## src/design/gb3_pkg.sv

```systemverilog
// Shared types, constants and helpers for the 3x3 binomial blur.
package gb3_pkg;

    localparam int PIX_W          = 8;
    localparam int CFG_W          = 12;
    localparam int POS_W          = 11;
    localparam int CFG_IDX_W      = 1;
    localparam int ROW_SUM_W      = PIX_W + 2;
    localparam int SUM_W          = PIX_W + 4;
    localparam int DEF_MAX_WIDTH  = 2048;
    localparam int DEF_MAX_HEIGHT = 2048;
    localparam int WIDTH_RESET    = 640;
    localparam int HEIGHT_RESET   = 480;

    localparam logic [CFG_IDX_W-1:0] CFG_IDX_WIDTH  = CFG_IDX_W'(0);
    localparam logic [CFG_IDX_W-1:0] CFG_IDX_HEIGHT = CFG_IDX_W'(1);

    typedef logic [PIX_W-1:0] t_pix;
    // one window column: [0] two rows up, [1] previous row, [2] current row
    typedef t_pix [2:0] t_col;

    // tap selection for one result
    typedef struct packed {
        logic bot_row;   // result lies on the current (bottom) row
        logic right_col; // result lies on the current column
        logic c_is0;
        logic c_is1;
        logic r_is0;
        logic r_is1;
    } t_tap_sel;

    // last valid index of a dimension: zero acts as one, above the limit clips
    function automatic int unsigned dim_last(input int unsigned v, input int unsigned lim);
        int unsigned res;
        if (v == 0) begin
            res = 0;
        end else if (v > lim) begin
            res = lim - 1;
        end else begin
            res = v - 1;
        end
        return res;
    endfunction

endpackage

```

## src/design/gb3_kernel.sv

```systemverilog
// Weighted 3x3 sum with edge replication and round-half-even divide by 16.
module gb3_kernel import gb3_pkg::*; (
    input  t_col [2:0] i_win,
    input  t_tap_sel   i_sel,
    output t_pix       o_pix
);

    logic [1:0]           sel_l;
    logic [1:0]           sel_c;
    logic [1:0]           sel_t;
    logic [1:0]           sel_m;
    t_col                 col_l;
    t_col                 col_c;
    t_col                 col_r;
    logic [ROW_SUM_W-1:0] sum_t;
    logic [ROW_SUM_W-1:0] sum_m;
    logic [ROW_SUM_W-1:0] sum_b;
    logic [SUM_W-1:0]     total;
    t_pix                 quo;
    logic [3:0]           rem;
    logic                 inc;

    function automatic logic [ROW_SUM_W-1:0] row_sum(input t_col l, input t_col c,
                                                     input t_col r, input logic [1:0] i);
        return {2'b00, l[i]} + {1'b0, c[i], 1'b0} + {2'b00, r[i]};
    endfunction

    // replicate the edge column or row where the window runs past the image
    always_comb begin
        if (i_sel.right_col) begin
            sel_l = i_sel.c_is0 ? 2'd2 : 2'd1;
            sel_c = 2'd2;
        end else begin
            sel_l = i_sel.c_is1 ? 2'd1 : 2'd0;
            sel_c = 2'd1;
        end
        if (i_sel.bot_row) begin
            sel_t = i_sel.r_is0 ? 2'd2 : 2'd1;
            sel_m = 2'd2;
        end else begin
            sel_t = i_sel.r_is1 ? 2'd1 : 2'd0;
            sel_m = 2'd1;
        end
    end

    assign col_l = i_win[sel_l];
    assign col_c = i_win[sel_c];
    assign col_r = i_win[2];

    assign sum_t = row_sum(col_l, col_c, col_r, sel_t);
    assign sum_m = row_sum(col_l, col_c, col_r, sel_m);
    assign sum_b = row_sum(col_l, col_c, col_r, 2'd2);
    assign total = {2'b00, sum_t} + {1'b0, sum_m, 1'b0} + {2'b00, sum_b};

    assign quo   = total[SUM_W-1:4];
    assign rem   = total[3:0];
    assign inc   = (rem > 4'd8) || ((rem == 4'd8) && quo[0]);
    assign o_pix = quo + t_pix'(inc);

endmodule

```

## config.mk

```make
export PLATFORM = sky130hd
export DESIGN_NAME = gb3_kernel
export DESIGN_NICKNAME = d
export VERILOG_FILES = /design/src/design/gb3_pkg.sv /design/src/design/gb3_kernel.sv
export SDC_FILE = /design/constraint.sdc
export NUM_CORES = 1
export LEC_CHECK = 0
export BUFFER_PORTS_ARGS = -buffer_cell sky130_fd_sc_hd__buf_2
export CELL_PAD_IN_SITES_DETAIL_PLACEMENT = 0
export CELL_PAD_IN_SITES_GLOBAL_PLACEMENT = 1
export CORE_MARGIN = 1.5
export CORE_UTILIZATION = 37
export DETAILED_ROUTE_END_ITERATION = 6
export PLACE_DENSITY_LB_ADDON = 0.1
export SLEW_MARGIN = 40
export SYNTH_ARGS = -nofsm -noshare
export SYNTH_HDL_FRONTEND = slang
export SYNTH_SLANG_ARGS = --single-unit
```

## constraint.sdc

```tcl
create_clock -name vclk -period 8.59
set_input_delay 1.2885 -clock vclk [all_inputs]
set_output_delay 1.2885 -clock vclk [all_outputs]
set_load 0.1 [all_outputs]
```

==> key figures <==
Logic synthesis
  • Synth area leader: fa_1
  • Netlist cell types: 49
  • Synth Area per Inst: 7.93 um^2
  • Post-Synthesis Cells: 429
  • Syn nets: 580
  • Seq/Total Area, Yosys: 0%
  • Synth warn: 0
  • Top post-synthesis cells by area: fa_1 (27%), ha_1 (9.9%), inv_1 (7.2%)
  • Share of the synthesized area in the top cell type: 27.1%
  • Synthesized area: 3400 um^2

STA
  • Fin. max-slew vios: 0
  • Worst-Margin Slew: 0.829 ns
  • Worst slew margin: 44.5%
  • Setup TNS: -1.63 ns
  • RSZ-0062 raised after global routing: true
  • Post-route minimum period: 9.08 ns
  • Fmax: 110 MHz
  • Setup WS post-layout: -0.494 ns
  • Final Hold Viols: 0
  • Worst hold margin: 3.50 ns
  • # setup viols final: 5
  • Final Cycle Share: 106%

Routing
  • Wire per inst: 17.4 um
  • Initial DRC Count: 141
  • Vias post-DR: 3,969
  • DRT Pass-1 Iters: 7
  • Vias/cell: 5.34
  • Antenna Nets Post-Route: 0
  • Final wirelength: 12,900 um
  • DRC: 8

Status
  • Status: finished, violations left
  • Failing checks: design-rule violations, negative setup slack

Floorplan
  • Die ar.: 9780 um^2
  • Initial core utilization: 38.6%
  • I/O pin cnt: 86
  • Core box area: 8810 um^2
  • Die Ht: 98.9 um
  • Row cnt: 34
  • Die W: 98.9 um

GRT
  • First-pass GRT wire length: 20,300 um
  • Total gr overflow: 0
  • Largest net degree at the start of global routing: 20
  • GRT Util Overall: 26.3%
  • Antenna violations before repair: 0
  • Vias in the first global route: 3,969

Setup path
  • Critical path data arrival time: 7.80 ns
  • Critical Path Fanout Max: 8
  • Most used cell, CP: fa_1
  • Crit-path slowest cell: fa_1
  • Critical path class: primary input to output port
  • Required @ worst endpoint: 7.30 ns
  • Crit-path max cell delay: 0.54 ns
  • Startpoint Class: primary input
  • CP Capture Type: output port

Layout
  • # diodes: 0
  • Seq_cells: 0
  • Clk_buf instances: 0
  • Register area: 0 um^2
  • Layout area overhead: 63.7%
  • Share of layout cells above drive strength 1: 50.1%
  • Nets: 788

Hold path
  • Worst hold path type: primary input to output port
  • Hold path cells: 8

Place
  • Pre-CTS setup slack: -0.636 ns
  • DP HPWL: 10,900 um
  • Routability Congestion: 0.996
  • IO buf count: 86

Flow run
  • Max cap viols: 0
==> cell usage in the layout, fill, tap and decap left out, types with 6 or more instances in the layout <==
cell     synthesis  layout
ha_1            27      18
nor3_1           8       7
mux4_2           6       6
nor2_1          32      28
nand2_1         41      36
ha_4             0       8
inv_1           65      56
inv_2            0       8
buf_4            0     133
buf_6            0       7
mux2i_1         21      19
mux2_2          11      11
o22a_1           6       6
o21ai_0         31      25
fa_1            46      42
a21oi_2          0       7
a21o_1           6       6
buf_2            4      75
buf_12           0       9
a21oi_1         27      19
==> through the flow <==
step,utilization [%],area (um^2),instances
2_1_floorplan,-,3690,429
3_3_place_gp,57.6,5070,715
3_5_place_dp,57.6,5070,715
4_1_cts,60.3,5310,733
5_1_grt,63.3,5570,743
6_report,63.3,5570,743
==> critical path: cells and delay by family <==
kind                     cells  cell delay, ns
AND/OR/NAND/NOR              7            1.31
AO/OA/AOI/OAI                6            0.90
adder cells (fa/ha/maj)      8            3.22
XOR/XNOR                     2            0.46
buffers and inverters        8            0.62
==> cell type report <==
| cell class | instances | area [um^2] |
|---|---|---|
| Inverter | 65 | 246 |
| Tap cell | 108 | 135 |
| Fill cell | 805 | 3240 |
| Timing Repair Buffer | 226 | 1660 |
| Multi-Input combinational cell | 344 | 3530 |
==> path summary, 6_finish.rpt <==
path	end	from	slack [ns]
setup / recovery	o_pix[7]	i_sel[4]	-0.49
hold / removal	o_pix[0]	i_win[49]	3.50
==> per-layer routing <==
| layer | GRT usage [%] | part of all wire [%] | vias up |
|---|---|---|---|
| met4 | 9.01 | 3.8 | 0 |
| met5 | 0 | 0 | - |
| met1 | 34.8 | 41 | 1929 |
| met2 | 46.3 | 50 | 113 |
| li1 | - | - | 1904 |
| met3 | 1.06 | 4.6 | 23 |
==> cells in the mapped netlist, drive strengths merged, types with 2 or more instances <==
library cell  instances
inv                  65
fa                   46
nand2                41
nor2                 32
o21ai                32
a21oi                27
ha                   27
mux2i                21
clkbuf               13
mux2                 11
xnor2                 9
nor3                  8
buf                   7
xor2                  7
a21o                  6
mux4                  6
o22a                  6
o22ai                 6
a211oi                4
a31oi                 4
a32o                  4
and3                  4
nor2b                 4
a221o                 3
a221oi                3
a22oi                 3
a311oi                3
a32oi                 3
and2                  3
nand4                 3
a21boi                2
nand3                 2
nor3b                 2
o31ai                 2
or2                   2
==> logic make-up (layout without fill, tap and decap cells) <==
group / after synthesis / after routing / share of synthesized area (%)
AO/OA/AOI/OAI: 112 / 112 / 21.4
AND/OR/NAND/NOR: 105 / 105 / 14.1
buffers and inverters: 85 / 291 / 9.53
adder cells (fa/ha/maj): 73 / 73 / 37.0
multiplexers: 38 / 38 / 13.8
XOR/XNOR: 16 / 16 / 4.12
==> timing repair <==
action                     in CTS  in global routing
pin swaps                      23                 44
hold buffers                    0                  0
setup endpoints to repair       6                  7
buffers inserted               18                 13
cloned                          0                  0
resized for setup              25                 44
Power is left out: the tool's default activity adds up to more than one toggle a clock period on the data nets, which glitch-free logic cannot reach.
