**src/design/gb3_pkg.sv**
```systemverilog
// Shared types, constants and helpers for the 3x3 binomial blur.
package gb3_pkg;

    localparam int PIX_W          = 8;
    localparam int CFG_W          = 12;
    localparam int POS_W          = 11;
    localparam int CFG_IDX_W      = 1;
    localparam int ROW_SUM_W      = PIX_W + 2;
    localparam int SUM_W          = PIX_W + 4;
    localparam int DEF_MAX_WIDTH  = 2048;
    localparam int DEF_MAX_HEIGHT = 2048;
    localparam int WIDTH_RESET    = 640;
    localparam int HEIGHT_RESET   = 480;

    localparam logic [CFG_IDX_W-1:0] CFG_IDX_WIDTH  = CFG_IDX_W'(0);
    localparam logic [CFG_IDX_W-1:0] CFG_IDX_HEIGHT = CFG_IDX_W'(1);

    typedef logic [PIX_W-1:0] t_pix;
    // one window column: [0] two rows up, [1] previous row, [2] current row
    typedef t_pix [2:0] t_col;

    // tap selection for one result
    typedef struct packed {
        logic bot_row;   // result lies on the current (bottom) row
        logic right_col; // result lies on the current column
        logic c_is0;
        logic c_is1;
        logic r_is0;
        logic r_is1;
    } t_tap_sel;

    // last valid index of a dimension: zero acts as one, above the limit clips
    function automatic int unsigned dim_last(input int unsigned v, input int unsigned lim);
        int unsigned res;
        if (v == 0) begin
            res = 0;
        end else if (v > lim) begin
            res = lim - 1;
        end else begin
            res = v - 1;
        end
        return res;
    endfunction

endpackage

```
**src/design/gb3_col_cell.sv**
```systemverilog
// One window column cell: holds three pixels and passes them to its neighbor on shift.
module gb3_col_cell import gb3_pkg::*; (
    input  logic i_clk,
    input  logic i_rst_n,
    input  logic i_shift,
    input  t_col i_col,
    output t_col o_col
);

    t_col r_col;

    always_ff @(posedge i_clk) begin
        if (!i_rst_n) begin
            r_col <= '0;
        end else if (i_shift) begin
            r_col <= i_col;
        end
    end

    assign o_col = r_col;

endmodule

```
**config.mk**
```make
export PLATFORM = sky130hd
export DESIGN_NAME = gb3_col_cell
export DESIGN_NICKNAME = d
export VERILOG_FILES = /design/src/design/gb3_pkg.sv /design/src/design/gb3_col_cell.sv
export SDC_FILE = /design/constraint.sdc
export NUM_CORES = 1
export LEC_CHECK = 0
export ABC_AREA = 1
export ABC_CLOCK_PERIOD_IN_PS = 1100
export BUFFER_PORTS_ARGS = -buffer_cell sky130_fd_sc_hd__buf_2
export CORE_UTILIZATION = 47
export DETAILED_ROUTE_END_ITERATION = 6
export GPL_TIMING_DRIVEN = 0
export PLACE_DENSITY = 0.83
export SETUP_SLACK_MARGIN = 0.5
export SLEW_MARGIN = 20
export SYNTH_ARGS = -nofsm -noshare
export SYNTH_HDL_FRONTEND = slang
export SYNTH_SLANG_ARGS = --single-unit
```
**constraint.sdc**
```tcl
create_clock -name i_clk -period 1.1 [get_ports i_clk]
set_input_delay 0.11 -clock i_clk [delete_from_list [all_inputs] [get_ports i_clk]]
set_output_delay 0.11 -clock i_clk [all_outputs]
set_load 0.01 [all_outputs]
```
==> run_results.csv, run 1 <==
group,metric,value,unit
outcome,status,"complete, no violations",
sta,hold_viol,0,
sta,max_slew.worst_pin.slew,0.208,ns
setup_path,cp-end-kind,"primary output",
clocking,cts_max_level,1,
synth,syn_area,981,um2
floorplan,core,1960,um2
place,pre_cts_slack,0.357,ns
route,vias,1013,
final_layout,drive_gt1_share,45.4,%
setup_path,critical_path_class,"reg -> out",
floorplan,dieArea,2270,um2
sta,finalClockSkew,0,ns
setup_path,critPathMaxFanout,2,
grt,antenna_found_initial,0,
clocking,clock_latency,0.31,ns
route,drt_iter0_markers,7,
floorplan,start_util,50.0,%
sta,period_share,80.6,%
sta,tns,0,ns
place,placed_cells,227,
setup_path,cp.arrival,0.78,ns
place,hpwl,1540,um
flow_run,cap_violations,0,
setup_path,path_cells,"buf_6",
route,route.detailed.drc,0,
grt,grt_pass1_wl,3260,um
route,dr.pass1.iters,4,
grt,grt_overflow_total,0,
setup_path,critical_path_required,0.99,ns
synth,synthTopCellsByCount,"48 x nand2_1, 48 x nor2_1, 24 x dfxtp_1, 24 x inv_1, 4 x buf_2",
clocking,cts_buffer_depth,2,
sta,setup_slack,0.214,ns
synth,async_flop_share,0,%
floorplan,pin_count,51,
synth,synth_top_area_cell,"dfxtp_1",
synth,syn-instance-count,151,
final_layout,area_growth_syn_to_layout,54.6,%
floorplan,die_w,47.7,um
sta,rsz0062_at_grt,"true",
place,place_congestion,0.642,
synth,ys_ff_latch,24,
clocking,cts_tree,"done",
power,p_leak,0.869,nW
grt,grt_usage,20.6,%
synth,synth_area_leaders,"dfxtp_1 49%, nand2_1 18%, nor2_1 18%, inv_1 9.2%, buf_6 2.3%",
synth,synthDistinctLibCells,7,
sta,timing.hold.ws,0.0534,ns
route,avgRoutedWirePerCell,10.2,um
sta,fmax,1130,MHz
final_layout,fillerInstances,165,
sta,drv_slew,0,
setup_path,slowest_stage,"dfxtp_2",
setup_path,start_kind,"flop",
clocking,cts.sinks,24,
route,vias_per_cell,4.37,
synth,synth-main-ff-cell,"dfxtp_1",
clocking,hold_buffers,0,
power,p_per_area,1210,nW/um2
synth,synth_fp_nets,178,
sta,min_period,0.886,ns
clocking,clk_pin_slew,0.12,ns
sta,setup_viol,0,
synth,yosysWarnings,0,
synth,avgSynthCellArea,6.50,um2
sta,relSlewSlack,86.2,%
floorplan,row_count,16,
setup_path,crit_buf_inv,1,
final_layout,antenna_cells,0,
setup_path,crit_family,"flip-flops",
power,total_power,1.83,mW
grt,grt_pass1_vias,828,
synth,synth-edff-count,0,
final_layout,stdcell_count,232,
final_layout,nets,233,
place,port_buffers,49,
grt,grt_max_degree,14,
clocking,numCtsBuffers,3,
synth,yosysTopAreaCellShare,49.0,%
hold_path,hp-class,"in -> reg",
synth,yosysSeqAreaShare,49.0,%
power,ir_worst_vdd,0.892,mV
route,ant_nets,0,
clocking,root_buffer,"clkbuf_4",
floorplan,die_h,47.7,um
final_layout,largest_register_ffs,24,
setup_path,rrSetupSlack,0.45,ns
setup_path,cpPeakStageDelay,0.37,ns
route,totalWireLength,2360,um
metrics by stage:
step	instance area [um2]	util [%]
4_1_cts	1490	75.8
3_5_place_dp	1260	64.4
2_1_floorplan	985	-
6_report	1520	77.3
3_3_place_gp	1260	64.4
5_1_grt	1520	77.3
what timing repair did:
action,in CTS,in global routing
setup endpoints to repair,25,41
resized for setup,48,10
buffers inserted,1,0
pin swaps,0,9
worst reg2reg max path, stage by stage, from the launching register on:
cell     delay, ns
dfxtp_2       0.35
buf_6         0.11
nor2_4        0.06
nor2_1        0.04
cell families after synthesis:
logic type             after synthesis  synth area share, %
buffers and inverters               31                 14.3
flip-flops                          24                 49.0
AND/OR/NAND/NOR                     96                 36.7
report_power, final:
group	switching (mW)	internal [mW]	leakage [nW]	total (mW)
logic	0.175	0.213	0.641	0.387
registers	0.0464	0.943	0.206	0.989
clock network	0.253	0.202	0.0210	0.454
total	0.474	1.36	0.869	1.83
layout make-up:
class	instances	area (um2)	share of cell area [%]
clock buffer	4	36.3	2.39
multi-input combinational	96	385	25.4
sequential	24	510	33.7
tap	27	33.8	2.23
inverter	24	90.1	5.94
buffer	7	53.8	3.55
timing repair buffer	50	407	26.8
worst paths after layout:
check	depth (start not counted)	to	from
hold / removal	3	o_col[5]	i_rst_n
setup reg to reg	3	o_col[11]	o_col[11]
setup / recovery	1	o_col[15]	o_col[15]
hold reg to reg	2	o_col[2]	o_col[2]
per-layer routing:
| layer | global-route usage [%] | routed length [um] | vias up |
|---|---|---|---|
| met3 | 4.53 | 83 | 2 |
| met5 | 0 | 0 | - |
| li1 | - | - | 533 |
| met4 | 8.33 | 23 | 0 |
| met2 | 35.9 | 1220 | 27 |
| met1 | 24.3 | 1040 | 451 |
cell usage in the layout (no fill, tap or decap), drive strengths merged:
cell type  Yosys  final
dfxtp         24     24
nand2         48     48
buf            7     57
nor2          48     48
clkbuf         0      4
inv           24     24
No activity file was read; power rests on OpenSTA's default activity.
==> run 2, diff against run 1 <==
--- a/config.mk
+++ b/config.mk
@@ -6,12 +6,12 @@
 export NUM_CORES = 1
 export LEC_CHECK = 0
 export ABC_AREA = 1
-export ABC_CLOCK_PERIOD_IN_PS = 1100
+export ABC_CLOCK_PERIOD_IN_PS = 900
 export BUFFER_PORTS_ARGS = -buffer_cell sky130_fd_sc_hd__buf_2
-export CORE_UTILIZATION = 47
+export CORE_UTILIZATION = 43
 export DETAILED_ROUTE_END_ITERATION = 6
 export GPL_TIMING_DRIVEN = 0
-export PLACE_DENSITY = 0.83
+export PLACE_DENSITY = 0.77
 export SETUP_SLACK_MARGIN = 0.5
 export SLEW_MARGIN = 20
 export SYNTH_ARGS = -nofsm -noshare
==> constraint.sdc (replaced) <==
create_clock -name i_clk -period 0.9 [get_ports i_clk]
set_input_delay 0.09 -clock i_clk [delete_from_list [all_inputs] [get_ports i_clk]]
set_output_delay 0.09 -clock i_clk [all_outputs]
set_load 0.01 [all_outputs]
==> run 2 against run 1 <==
  * Non-clock buffer count unchanged
  * Sequential share of layout area fell by 0.083 points
  * Cell count unchanged
  * Wire length grew 0.80%
  * Die area rose by 8.9%
  * Worst setup slack worse by 0.20 ns
==> run_results.csv, run 2 (synthesis results as in run 1) <==
group,metric,value,unit
sta,max_slew.worst_pin.slew,0.222,ns
clocking,root_buffer,"clkbuf_4",
sta,relSlewSlack,85.2,%
route,vias_per_cell,4.46,
setup_path,cpPeakStageDelay,0.38,ns
setup_path,critPathMaxFanout,2,
sta,hold_viol,0,
power,p_int,1.66,mW
grt,grt_pass1_vias,921,
setup_path,critical_path_required,0.81,ns
power,switching_share,26.1,%
final_layout,drive_gt1_share,45.4,%
sta,period_share,98.6,%
sta,fmax,1130,MHz
setup_path,cp-end-kind,"primary output",
grt,grt_overflow_total,0,
clocking,cts_buffer_depth,2,
power,pwr-share-clk,25.1,%
clocking,hold_buffers,0,
place,place_congestion,0.732,
clocking,clk_pin_slew,0.13,ns
setup_path,path_cells,"buf_6",
setup_path,crit_family,"flip-flops",
power,total_power,2.25,mW
floorplan,row_count,16,
grt,antenna_found_initial,0,
power,switchingPower,0.589,mW
final_layout,layout_common_cells,"48 x nand2_1, 40 x nor2_1, 29 x buf_2, 27 x buf_6",
hold_path,holdCritStartpoint,"i_shift",
sta,rsz0062_at_grt,"true",
sta,setup_slack,0.0126,ns
final_layout,nets,233,
setup_path,slowest_stage,"dfxtp_2",
place,pre_cts_slack,0.175,ns
setup_path,critical_path_class,"reg -> out",
route,totalWireLength,2380,um
route,avgRoutedWirePerCell,10.3,um
sta,drv_slew,0,
place,port_buffers,49,
place,hpwl,1690,um
sta,finalClockSkew,0,ns
power,comb_power_share,21.2,%
floorplan,die_h,49.8,um
clocking,numCtsBuffers,3,
route,vias,1035,
clocking,cts_max_level,1,
power,pwr-share-seq,53.7,%
power,ir_worst_vdd,1.20,mV
setup_path,cp-startpoint,"o_col[0]",
sta,setup_viol,0,
final_layout,largest_register_ffs,24,
setup_path,timing.rr.start,"o_col[23]",
final_layout,antenna_cells,0,
grt,grt_usage,20.3,%
floorplan,start_util,47.6,%
power,p_per_area,1480,nW/um2
flow_run,cap_violations,0,
setup_path,crit_buf_inv,1,
clocking,cts_tree,"done",
grt,grt_pass1_wl,3890,um
grt,grt_max_degree,14,
final_layout,fillerInstances,181,
final_layout,layout_commonest_cell,"nand2_1",
hold_path,hp-class,"in -> reg",
route,dr.pass1.iters,6,
setup_path,cp.arrival,0.80,ns
power,p_leak,0.858,nW
route,route.detailed.drc,0,
clocking,cts.sinks,24,
final_layout,area_growth_syn_to_layout,55.0,%
setup_path,start_kind,"flop",
floorplan,dieArea,2480,um2
sta,tns,0,ns
sta,timing.hold.ws,0.0304,ns
sta,min_period,0.887,ns
clocking,clock_latency,0.31,ns
outcome,status,"complete, no violations",
route,ant_nets,0,
floorplan,core,2060,um2
route,drt_iter0_markers,19,
floorplan,pin_count,51,
floorplan,die_w,49.8,um
## run 2: cell counts in the layout (fill, tap and decap cells not counted)
Identical to the previous run, type by type.
## run 2: metal layers
layer  share of wire [%]  wire length, um  global-route usage [%]
met5                   0                0                       0
met4                 1.5               35                    8.57
met3                 4.9              117                    3.09
met2                  53             1250                    35.8
met1                  41              974                    24.0
## run 2: area by class of cell
class / count / area, um2 / share of cell area (%)
timing repair buffer: 50 / 407 / 26.7
multi-input combinational: 96 / 385 / 25.3
buffer: 7 / 57.6 / 3.79
sequential: 24 / 510 / 33.6
clock buffer: 4 / 36.3 / 2.39
tap: 27 / 33.8 / 2.22
inverter: 24 / 90.1 / 5.93
## run 2: path summary, 6_finish.rpt
path              slack [ns]  depth (start not counted)         to
setup / recovery        0.01                          1   o_col[0]
hold / removal          0.03                          4  o_col[16]
setup reg to reg        0.23                          3  o_col[23]
hold reg to reg         0.48                          2  o_col[18]
## run 2: repair_timing
item | 4_1_cts | 5_1_grt
endpoints found under the setup margin | 48 | 48
gates resized for setup | 26 | 9
buffers inserted | 1 | 0
pin swaps | 18 | 3
## run 2: power by group through the flow
stage / clock network [mW] / logic, mW / registers [mW]
2_1_floorplan: 0 / 0.178 / 1.25
3_3_place_gp: 0 / 0.363 / 1.21
3_5_place_dp: 0 / 0.375 / 1.21
4_1_cts: 0.578 / 0.464 / 1.20
5_1_grt: 0.620 / 0.526 / 1.22
6_report: 0.565 / 0.476 / 1.21
## run 2: per-stage QoR
stage	std cells	cell area [um2]	util (%)
6_report	232	1520	73.7
5_1_grt	232	1520	73.7
4_1_cts	232	1490	72.5
3_5_place_dp	227	1300	62.9
3_3_place_gp	227	1300	62.9
2_1_floorplan	151	1020	-
